### config.mk
export PLATFORM = sky130hd
export DESIGN_NAME = cfb_cmd_fifo
export DESIGN_NICKNAME = d
export VERILOG_FILES = /design/src/sv/command_frame_builder_crc16_top_defines.svh /design/src/sv/cfb_pkg.sv /design/src/sv/cfb_cmd_fifo.sv
export SDC_FILE = /design/constraint.sdc
export NUM_CORES = 1
export LEC_CHECK = 0
export BUFFER_PORTS_ARGS = -buffer_cell sky130_fd_sc_hd__buf_2
export CAP_MARGIN = 20
export CORE_ASPECT_RATIO = 2
export CORE_MARGIN = 10
export CORE_UTILIZATION = 61
export CTS_CLUSTER_SIZE = 8
export DETAILED_ROUTE_END_ITERATION = 8
export GPL_ROUTABILITY_DRIVEN = 0
export MAX_ROUTING_LAYER = met4
export PLACE_DENSITY = 0.84
export SYNTH_ARGS = -nofsm -noshare
export SYNTH_HDL_FRONTEND = slang
export SYNTH_SLANG_ARGS = --single-unit
export TNS_END_PERCENT = 10
### constraint.sdc
create_clock -name clk -period 4.4 [get_ports clk]
set_clock_uncertainty 0.05 [all_clocks]
set_input_delay 0.44 -clock clk [delete_from_list [all_inputs] [get_ports clk]]
set_output_delay 0.44 -clock clk [all_outputs]
set_load 0.03 [all_outputs]
### src/sv/command_frame_builder_crc16_top_defines.svh
// ----------------------------------------------------------------------------
// Command frame builder assertion macros
// Shared concurrent assertion forms for the frame builder blocks.
// ----------------------------------------------------------------------------
`ifndef COMMAND_FRAME_BUILDER_CRC16_TOP_DEFINES_SVH
`define COMMAND_FRAME_BUILDER_CRC16_TOP_DEFINES_SVH

// The consequent must hold in the same cycle as the antecedent.
`define CFB_ASSERT_SAME(label, clk, rst_n, ante, cons) \
	label: assert property (@(posedge clk) disable iff (!rst_n) (ante) |-> (cons)) \
		else $error("frame builder check failed in the same cycle");

// The consequent must hold in the cycle after the antecedent.
`define CFB_ASSERT_NEXT(label, clk, rst_n, ante, cons) \
	label: assert property (@(posedge clk) disable iff (!rst_n) (ante) |=> (cons)) \
		else $error("frame builder check failed one cycle later");

`endif

### src/sv/cfb_pkg.sv
// ----------------------------------------------------------------------------
// Command frame builder package
// Types, constants and the CRC-16 byte update shared by the frame builder.
// ----------------------------------------------------------------------------
package cfb_pkg;

	localparam int BYTE_W        = 8;
	localparam int PARAM2_W      = 16;
	localparam int CRC_W         = 16;

	localparam logic [CRC_W-1:0]  CRC_POLY   = 16'h8005;
	localparam logic [CRC_W-1:0]  CRC_INIT   = 16'h0000;
	localparam logic [BYTE_W-1:0] COUNT_BIAS = 8'd7;
	localparam logic [BYTE_W-1:0] LEN_ONE    = 8'h01;
	localparam logic [BYTE_W-1:0] LEN_ZERO   = 8'h00;

	// Command queue between the front and the back.
	localparam int CMD_FIFO_DEPTH = 4;
	localparam int CMD_PTR_W      = $clog2(CMD_FIFO_DEPTH);
	localparam int CMD_CNT_W      = $clog2(CMD_FIFO_DEPTH + 1);

	// Operation code of an input request.
	localparam logic OP_HEADER = 1'b0;
	localparam logic OP_DATA   = 1'b1;

	typedef enum logic {
		KIND_HEADER,
		KIND_DATA
	} cmd_kind_t;

	// One classified command for the back end.
	typedef struct packed {
		cmd_kind_t           kind;
		logic                last;
		logic [BYTE_W-1:0]   count;
		logic [BYTE_W-1:0]   code;
		logic [BYTE_W-1:0]   param1;
		logic [PARAM2_W-1:0] param2;
		logic [BYTE_W-1:0]   data;
	} cmd_t;

	// Byte sequencer steps of the back end.
	typedef enum logic [2:0] {
		STEP_COUNT,
		STEP_CODE,
		STEP_P1,
		STEP_P2_HI,
		STEP_P2_LO,
		STEP_DATA,
		STEP_CRC_LO,
		STEP_CRC_HI
	} step_t;

	typedef struct packed {
		logic frame_open;
	} front_status_t;

	typedef struct packed {
		logic busy;
	} back_status_t;

	// Feed one byte, least significant bit first, into the left-shifting CRC.
	function automatic logic [CRC_W-1:0] crc_feed(input logic [CRC_W-1:0] crc_in,
		input logic [BYTE_W-1:0] data_in);
		logic [CRC_W-1:0] crc;
		logic             fb;
		crc = crc_in;
		for (int i = 0; i < BYTE_W; i++) begin
			fb  = data_in[i] ^ crc[CRC_W-1];
			crc = {crc[CRC_W-2:0], 1'b0};
			if (fb) begin
				crc = crc ^ CRC_POLY;
			end
		end
		return crc;
	endfunction

endpackage

### src/sv/cfb_cmd_fifo.sv
// ----------------------------------------------------------------------------
// Command frame builder command queue
// Small register queue that decouples the classifier from the sequencer.
// ----------------------------------------------------------------------------
module cfb_cmd_fifo
	import cfb_pkg::*;
(
	input  logic clk,
	input  logic arst_n,
	input  logic push_valid,
	output logic push_ready,
	input  cmd_t push_cmd,
	output logic pop_valid,
	input  logic pop_ready,
	output cmd_t pop_cmd
);

	cmd_t                 mem_q [CMD_FIFO_DEPTH];
	logic [CMD_PTR_W-1:0] wptr_q;
	logic [CMD_PTR_W-1:0] rptr_q;
	logic [CMD_CNT_W-1:0] count_q;
	logic                 do_push;
	logic                 do_pop;

	assign push_ready = (count_q != CMD_CNT_W'(CMD_FIFO_DEPTH));
	assign pop_valid  = (count_q != '0);
	assign do_push    = push_valid && push_ready;
	assign do_pop     = pop_valid && pop_ready;
	assign pop_cmd    = mem_q[rptr_q];

	// Storage is written at the write pointer.
	always_ff @(posedge clk) begin
		if (do_push) begin
			mem_q[wptr_q] <= push_cmd;
		end
	end

	// Pointers and fill count.
	always_ff @(posedge clk or negedge arst_n) begin
		if (!arst_n) begin
			wptr_q  <= '0;
			rptr_q  <= '0;
			count_q <= '0;
		end else begin
			if (do_push) begin
				wptr_q <= (wptr_q == CMD_PTR_W'(CMD_FIFO_DEPTH - 1)) ? '0 : wptr_q + 1'b1;
			end
			if (do_pop) begin
				rptr_q <= (rptr_q == CMD_PTR_W'(CMD_FIFO_DEPTH - 1)) ? '0 : rptr_q + 1'b1;
			end
			if (do_push && !do_pop) begin
				count_q <= count_q + 1'b1;
			end else if (do_pop && !do_push) begin
				count_q <= count_q - 1'b1;
			end
		end
	end

endmodule

# == Word level (Yosys, flattened, before mapping) ==
# Memory sizes are Yosys's and may differ from the RTL's.
# Index checks and enable logic that the tools add are counted.
# totals
ram_bits,200
n_memories,1
wordCells,25
out_inout_bits,52
in_bits,54
register_bits,7
# classes
add_sub_neg,4
n_reduce_logical,8
n_eq_ne,3
mux,6
# memory_table
memory,depth,word_bits,rd,rd_clocked_by_memory_dff,write_ports,line,rtl
mem_q,4,50,1,0,1,cfb_cmd_fifo.sv:18,cmd_t mem_q [CMD_FIFO_DEPTH];
# ops
cell,count
$mux W3,2
$add A2 B1 Y2 const B,2
$eq A2 B2 Y1 const B,2
$logic_and A1 B1 Y1,4
$mux W2,2
$add A3 B1 Y3 const B,1
$ne A3 B3 Y1 const B,1
$reduce_bool A3 Y1,1
$sub A3 B1 Y3 const B,1
$logic_not A1 Y1,2
$mux W1,2
$reduce_bool A2 Y1,1

# == Logic depth before layout (Yosys ltp) ==
# Gate-level depths: netlist of the first run.
# depth
depth_word,6
depth_mapped,8
mapped_depth_nobuf,8

# == Worst setup path before layout of the first run ==
# OpenSTA, ideal clock, no wires.
# synth_timing
path_kind,register to register
from,reg count_q[1]
to,reg count_q[2]
setup_ns,0.079
t_arrival_ns,2.141
path_stages_with_launch,9
synth_period_minus_slack_ns,2.270
setup_slack_ns,2.130
required_ns,4.271
path_buffers,0
path_cell_list,dfrtp_1 > or3_2 > nand2_1 > ha_1 > inv_1 > fa_1 > xor2_1 > nor2_1 > xor2_1
# synth_via
elab_chain_cells,5
word_cells_on_any_way,13
classes_between,add/sub: 2; eq/ne: 1; mux: 2; reduce/logical: 8
# synth_lines
element,line,rtl
from (decl),cfb_cmd_fifo.sv:21,logic [CMD_CNT_W-1:0] count_q;
from (signal assigned),cfb_cmd_fifo.sv:52,count_q <= count_q + 1'b1;
from (signal assigned),cfb_cmd_fifo.sv:54,count_q <= count_q - 1'b1;
$reduce_bool A3 Y1 *,cfb_cmd_fifo.sv:26,assign pop_valid = (count_q != '0);
named net pop_valid,cfb_cmd_fifo.sv:13,"output logic pop_valid,"
$logic_and A1 B1 Y1 *,cfb_cmd_fifo.sv:28,assign do_pop = pop_valid && pop_ready;
$logic_not A1 Y1,cfb_cmd_fifo.sv:51,if (do_push && !do_pop) begin
$logic_and A1 B1 Y1,cfb_cmd_fifo.sv:51,
$mux W3 / $reduce_bool A2 Y1 (equally long branches),-,
# The timed path passes the listed nets; every way through them passes the cells marked *. The select of a mux whose other input is x is not followed.
# A chain may end at the register's enable or synchronous reset.

==> results.md, run 1 <==
* Cell count after synthesis at approximately 300
* Syn_area_per_cell at 25.62 um^2
* DRT Pass-1 Iters at 4
* Slew of the pin with the lowest slew margin at roughly 0.66 ns
* Worst Setup End Kind: output port
* Final period util at 0.6484
* Top cell type's share of synthesized area at 0.7865
* RSZ-0062 raised after global routing: false
* Cell taking the most area after synthesis: edfxtp_1
* All-Layer GR Usage at 0.1677
* Sequential share of the synthesized area at 0.8094
* Ys flop type: edfxtp_1
* Routed Antenna Nets at 0
* Mux share of post-synthesis cell area at 0.1558
* # IOs at 106
* Post-Synthesis Cell Area at about 0.0076 mm^2
* Simple-Gate Fraction of Synth Area at 0.009504
* GRT Residual Overflow at 0
* Largest stage delay, worst path at roughly 0.72 ns
* Global-route wire length before repair at 22.18 mm
* FMAX at between 0.3 and 0.4 GHz
* Static Leak at approximately 3.2 nW
* DP Worst Slack at 1.892 ns
* TritonCTS clock tree: yes
* Die ar. at roughly 0.018 mm^2
* Initial Util at 0.6261
* Post-DP HPWL at 8.762 mm
* Core ar. at between 0.01 and 0.015 mm^2
* Hold Path Class: in -> reg
* FF+latch area at approximately 0.0062 mm^2
* CP Class: reg -> out
* Reg2Reg Depth at 8
* Post-CTS setup buffers at 0
* Max-Cap Viols at 0
* Net Count, Synth at about 360
* Run status: finished clean
* Hold violation total from the final report at 0
* Crit start category: flop
* Number of antenna violations at the first check in global routing at 3
* Final setup fails at 0
* Synth Area in Adders at 0.01245
* Final worst slack at 1.547 ns
* DR DRC count at 0
* Fill cells at 699
* CP Max Fanout at 31
* Final TNS setup at 0 ns
* Area of the multi-input gates at approximately 0.0014 mm^2
* Vias in the first global route at between 3,000 and 4,000
* Vias per cell at just under 6
* Most common cell in the netlist: edfxtp_1
* Root buffer cell: clkbuf_16
* Yosys reg bits at ~210
* Crit path required time at 3.91 ns
* CP max stage cell: dfrtp_2
* WP data arrival at between 2 and 2.5 ns
* Avg WL per Cell at approximately 25 um
* Synth Area in XOR/XNOR at 0.003441
* Hold path cells at 1
* CP Cell Sequence: buf_4 > mux4_2 > buf_2
* Vias post-DR at approximately 3,500
* Slew headroom at 0.5614
* Synthesis Warnings at 0
* PortBufs at 105
* Post-synth top cells: 200 x edfxtp_1, 50 x mux4_2, 7 x dfrtp_1, 6 x buf_2, 6 x ha_1
* IR Drop Worst-Case VDD at 0.5884 mV
* Clock latency on the worst-skew pair at approximately 0.51 ns
* Util after Layout at 0.7498
* Main combinational cell family by area after synthesis: multiplexers
* DRT iter0 DRCs at 204
* Layout area overhead at 19.74%
* Pwr Density at 757.2 mW/mm^2
* Period minus WS final at 2.853 ns
* H-tree Lvls at 1
* Total Wirelength at approximately 14 mm
* Total Nets Final at 490
* Synth Area in Compound Gates at 0
* Async S/R FF share, synth at 0.03382
* CTS Sinks at about 210
* Share of cells above drive strength 1 at 0.4647
* Number of flops mapped to enable cells by yosys at 200
* Max clock buf depth at 3
* Largest net degree at the start of global routing at 54
* Die Ht at ~180 um
* DIE WIDTH at between 90 and 100 um
* Dominant cells by area after synthesis: edfxtp_1 79%, mux4_2 15%, dfrtp_1 2.3%, ha_1 0.98%, mux2_2 0.44%
* Core Rows at 57
* Final slew viol count at 0
* CTS buffer count at 29
* Distinct cells, synth at 19
* Clock transition at the registers of the reported paths at approximately 0.05 ns
==> layout by cell type (no fill, tap or decap), drive strengths merged <==
master,synthesis,layout
xnor2,1,1
mux4,50,50
ha,6,6
nand2,1,1
nor2,3,3
xor2,2,2
dlygate4sd3,0,1
mux2,5,5
dfrtp,7,7
or3b,1,1
buf,8,111
fa,1,1
and3,4,4
diode,0,3
and2,1,1
clkbuf,4,41
or3,1,1
edfxtp,200,200
inv,3,3
==> metal layers <==
layer / global-route usage / share of wire / vias to the layer above
li1: - / - / 1528
met5: - / 0 / -
met2: 0.2792 / 0.57 / 119
met1: 0.1979 / 0.36 / 1802
met4: 0.05882 / 0.018 / 0
met3: 0.03526 / 0.055 / 22
==> layout make-up <==
class	count	share of cell area
Sequential cell	207	0.6765
Tap cell	147	0.02011
Inverter	3	0.001232
Timing Repair Buffer	112	0.06568
Antenna cell	3	0.0008210
Multi-Input combinational cell	76	0.1513
Clock buffer	41	0.08429
==> worst max-delay path: cells and delay by family, from the launching register on <==
| kind | cells | cell delay (ns) |
|---|---|---|
| muxes | 1 | 0.41 |
| DFF | 1 | 0.72 |
| buffers and inverters | 2 | 0.71 |
==> cells by family after synthesis <==
family,count (synthesis)
DFF,207
muxes,55
buffers and inverters,15
and+or+nand+nor,11
adders and majority gates,7
xor gates and xnor gates,3
==> final timing paths <==
kind / slack [ns] / from / end
min in group asynchronous: 0.24 / arst_n / count_q[0]
max reg2reg: 2.06 / count_q[0] / count_q[2]
max: 1.55 / rptr_q[1] / pop_cmd[10]
min: 0.09 / push_cmd[37] / mem_q[1][37]
max in group asynchronous: 3.87 / arst_n / rptr_q[0]
min reg2reg: 0.45 / count_q[2] / count_q[2]
==> stage by stage <==
step	total power, W	cell area [um^2]	hold WS (ns)	cells
floorplan	0.004428	7636	0.09441	298
global placement	0.004996	8328	0.2263	543
detailed placement	0.005066	8328	0.2403	543
CTS	0.006984	9109	0.07492	585
global route	0.007205	9144	0.08599	589
finish	0.006924	9144	0.09012	589
==> flip-flops by register name (all words and copies together) (netlist names) <==
name	cells
mem_q	200
wptr_q	2
count_q	3
rptr_q	2
==> timing repair <==
item / in CTS / in global routing
setup endpoints to repair: 0 / 0
hold buffers: 1 / 0
endpoints found under the hold margin: 7 / 0
resized for setup: 0 / 0
==> power breakdown <==
part	leakage [nW]	internal (W)	switching, W
sequential	1.91	0.00262	0.000208
combinational	0.913	0.000841	0.00136
clock	0.372	0.00118	0.000710
No activity file was read; power rests on OpenSTA's default activity.
==> run 2, diff against run 1 <==
--- a/config.mk
+++ b/config.mk
@@ -9,12 +9,12 @@
 export CAP_MARGIN = 20
 export CORE_ASPECT_RATIO = 2
 export CORE_MARGIN = 10
-export CORE_UTILIZATION = 61
+export CORE_UTILIZATION = 57
 export CTS_CLUSTER_SIZE = 8
 export DETAILED_ROUTE_END_ITERATION = 8
 export GPL_ROUTABILITY_DRIVEN = 0
 export MAX_ROUTING_LAYER = met4
-export PLACE_DENSITY = 0.84
+export PLACE_DENSITY = 0.79
 export SYNTH_ARGS = -nofsm -noshare
 export SYNTH_HDL_FRONTEND = slang
 export SYNTH_SLANG_ARGS = --single-unit
==> constraint.sdc (replaced) <==
create_clock -name clk -period 2.74 [get_ports clk]
set_clock_uncertainty 0.05 [all_clocks]
set_input_delay 0.274 -clock clk [delete_from_list [all_inputs] [get_ports clk]]
set_output_delay 0.274 -clock clk [all_outputs]
set_load 0.03 [all_outputs]
==> run 2 against run 1 <==
  * Flip-flop and latch count unchanged
  * Non-clock buffer count up 52
  * Design area up 6.8%
  * Via count up 5.9%
  * Setup slack worse by 1.4 ns
  * First-iteration DRC count down 3.4%
  * Sequential power up 61%
  * Largest cell class unchanged
==> results.md, run 2 (synthesis gave the netlist of run 1 again) <==
* CTS buffer count at 29
* H-tree Lvls at 1
* Pint at between 0.007 and 0.008 W
* Max-Cap Viols at 0
* Final slew viol count at 0
* Reg2Reg Depth at 8
* Worst r2r dst: count_q[2]
* Hold violation total from the final report at 0
* Final setup fails at 0
* Static Leak at 3.447 nW
* # IOs at approximately 110
* R2R Path Start: count_q[1]
* N_diodes at 0
* GRT Residual Overflow at 0
* Switching share of total power at 0.3266
* Post-CTS setup buffers at 0
* Final period util at 0.9498
* PortBufs at around 110
* Core ar. at between 0.01 and 0.015 mm^2
* IR Drop Worst-Case VDD at 1.059 mV
* Cts repair resizes at 0
* Biggest register: mem_q
* Total Nets Final at 542
* Largest regs: mem_q x200, count_q x3
* R2R setup slack at between 0.3 and 0.4 ns
* CP Class: reg -> out
* Largest net degree at the start of global routing at between 50 and 60
* Root buffer cell: clkbuf_16
* Final TNS setup at 0 ns
* CP Cell Sequence: buf_12 > mux4_2 > buf_2
* CTS Sinks at 207
* CP max stage cell: dfrtp_4
* Core Rows at between 50 and 60
* CP Max Fanout at 26
* Vias in the first global route at 4,139
* Max clock buf depth at 3
* Fill cells at between 600 and 700
* Sequential Power Share at 0.401
* Number of antenna violations at the first check in global routing at 0
* Worst Setup End Kind: output port
* Hold slack at approximately 0.070 ns
* All-Layer GR Usage at 0.1675
* Avg WL per Cell at roughly 23 um
* Total Wirelength at 14.77 mm
* Worst Path Buf+Inv at 2
* DRT Pass-1 Iters at 4
* WP data arrival at 2.28 ns
* Clock latency on the worst-skew pair at around 0.52 ns
* Comb power frac at 0.322
* Slew headroom at 0.6105
* CTS Hold Bufs at between 50 and 60
* Global-route wire length before repair at 23.18 mm
* FMAX at around 0.38 GHz
* DIE WIDTH at between 100 and 150 um
* Util after Layout at 0.7475
* Most frequent cells in the layout: 200 x edfxtp_1, 105 x buf_2, 51 x dlygate4sd3_1, 50 x mux4_2, 29 x clkbuf_16
* Crit start category: flop
* TritonCTS clock tree: yes
* Initial Util at 0.5844
* CP delay by family, top: flip-flops
* Routed Antenna Nets at 0
* Die ar. at 0.01871 mm^2
* Clock network power share at 0.277
* Die Ht at around 180 um
* Share of cells above drive strength 1 at 0.4107
* Hold Path Class: in -> async
* Most common cell after layout, fill and taps aside: edfxtp_1
* Net Switching at 0.003707 W
* DR DRC count at 0
* Crit path required time at between 2 and 2.5 ns
* Layout area overhead at 27.90%
* Max reg flops at 200
* Pwr Density at about 1200 mW/mm^2
* Vias per cell at roughly 5.6
* Vias post-DR at about 3,700
* Run status: finished clean
* RSZ-0062 raised after global routing: false
* Post-DP HPWL at about 8.8 mm
* Clock transition at the registers of the reported paths at about 0.050 ns
* Largest stage delay, worst path at 0.76 ns
* Slew of the pin with the lowest slew margin at just under 0.6 ns
* DRT iter0 DRCs at 197
* Period minus WS final at around 2.6 ns
run 2: cell types whose count changed in the layout (fill, tap and decap cells not counted), sizes merged:
cell	previous run	this run
dlygate4sd3	1	51
clkbuf	41	53
diode	3	0
buf	111	113
inv	3	4
run 2: final cells by class:
type	instances	area [um^2]	share of cell area
clock buffers	53	815.8	0.08353
clock inverters	1	8.758	0.0008967
inverters	3	11.26	0.001153
multi-input cells	76	1384	0.1417
flip-flops and latches	207	6186	0.6334
well taps	152	190.2	0.01947
repair buffers	164	1171	0.1199
run 2: power groups by stage:
| stage | sequential, W | combinational [W] | clock [W] |
|---|---|---|---|
| after global routing | 0.00462 | 0.00389 | 0.00333 |
| after global placement | 0.00456 | 0.00362 | 0 |
| after detailed placement | 0.00462 | 0.00366 | 0 |
| after floorplan | 0.00436 | 0.00275 | 0 |
| final | 0.00455 | 0.00366 | 0.00314 |
| after CTS | 0.00456 | 0.00373 | 0.00320 |
run 2: worst max-delay path by stage:
stage	start	end	slack, ns	cells past startpoint
finish	rptr_q[0]	pop_cmd[4]	0.14	3
global route	rptr_q[0]	pop_cmd[4]	0.007	3
CTS	rptr_q[0]	pop_cmd[6]	0.06	3
detailed placement	count_q[1]	count_q[2]	0.41	8
global placement	count_q[1]	count_q[2]	0.56	8
floorplan	count_q[1]	count_q[2]	0.47	8
run 2: routing by layer:
metal / global-route usage / part of all wire / up-vias
li1: - / - / 1654
met1: 0.1875 / 0.36 / 1893
met2: 0.2926 / 0.58 / 103
met3: 0.03012 / 0.042 / 27
met4: 0.05732 / 0.022 / 0
met5: - / 0 / -
run 2: through the flow:
stage / instances / cell area [um^2] / setup WS, ns / power (W)
detailed placement: 551 / 8432 / 0.4055 / 0.008276
CTS: 656 / 9767 / 0.06330 / 0.01150
global placement: 551 / 8432 / 0.5595 / 0.008183
global route: 656 / 9767 / 0.007042 / 0.01185
floorplan: 298 / 7636 / 0.4703 / 0.007111
finish: 656 / 9767 / 0.1375 / 0.01135
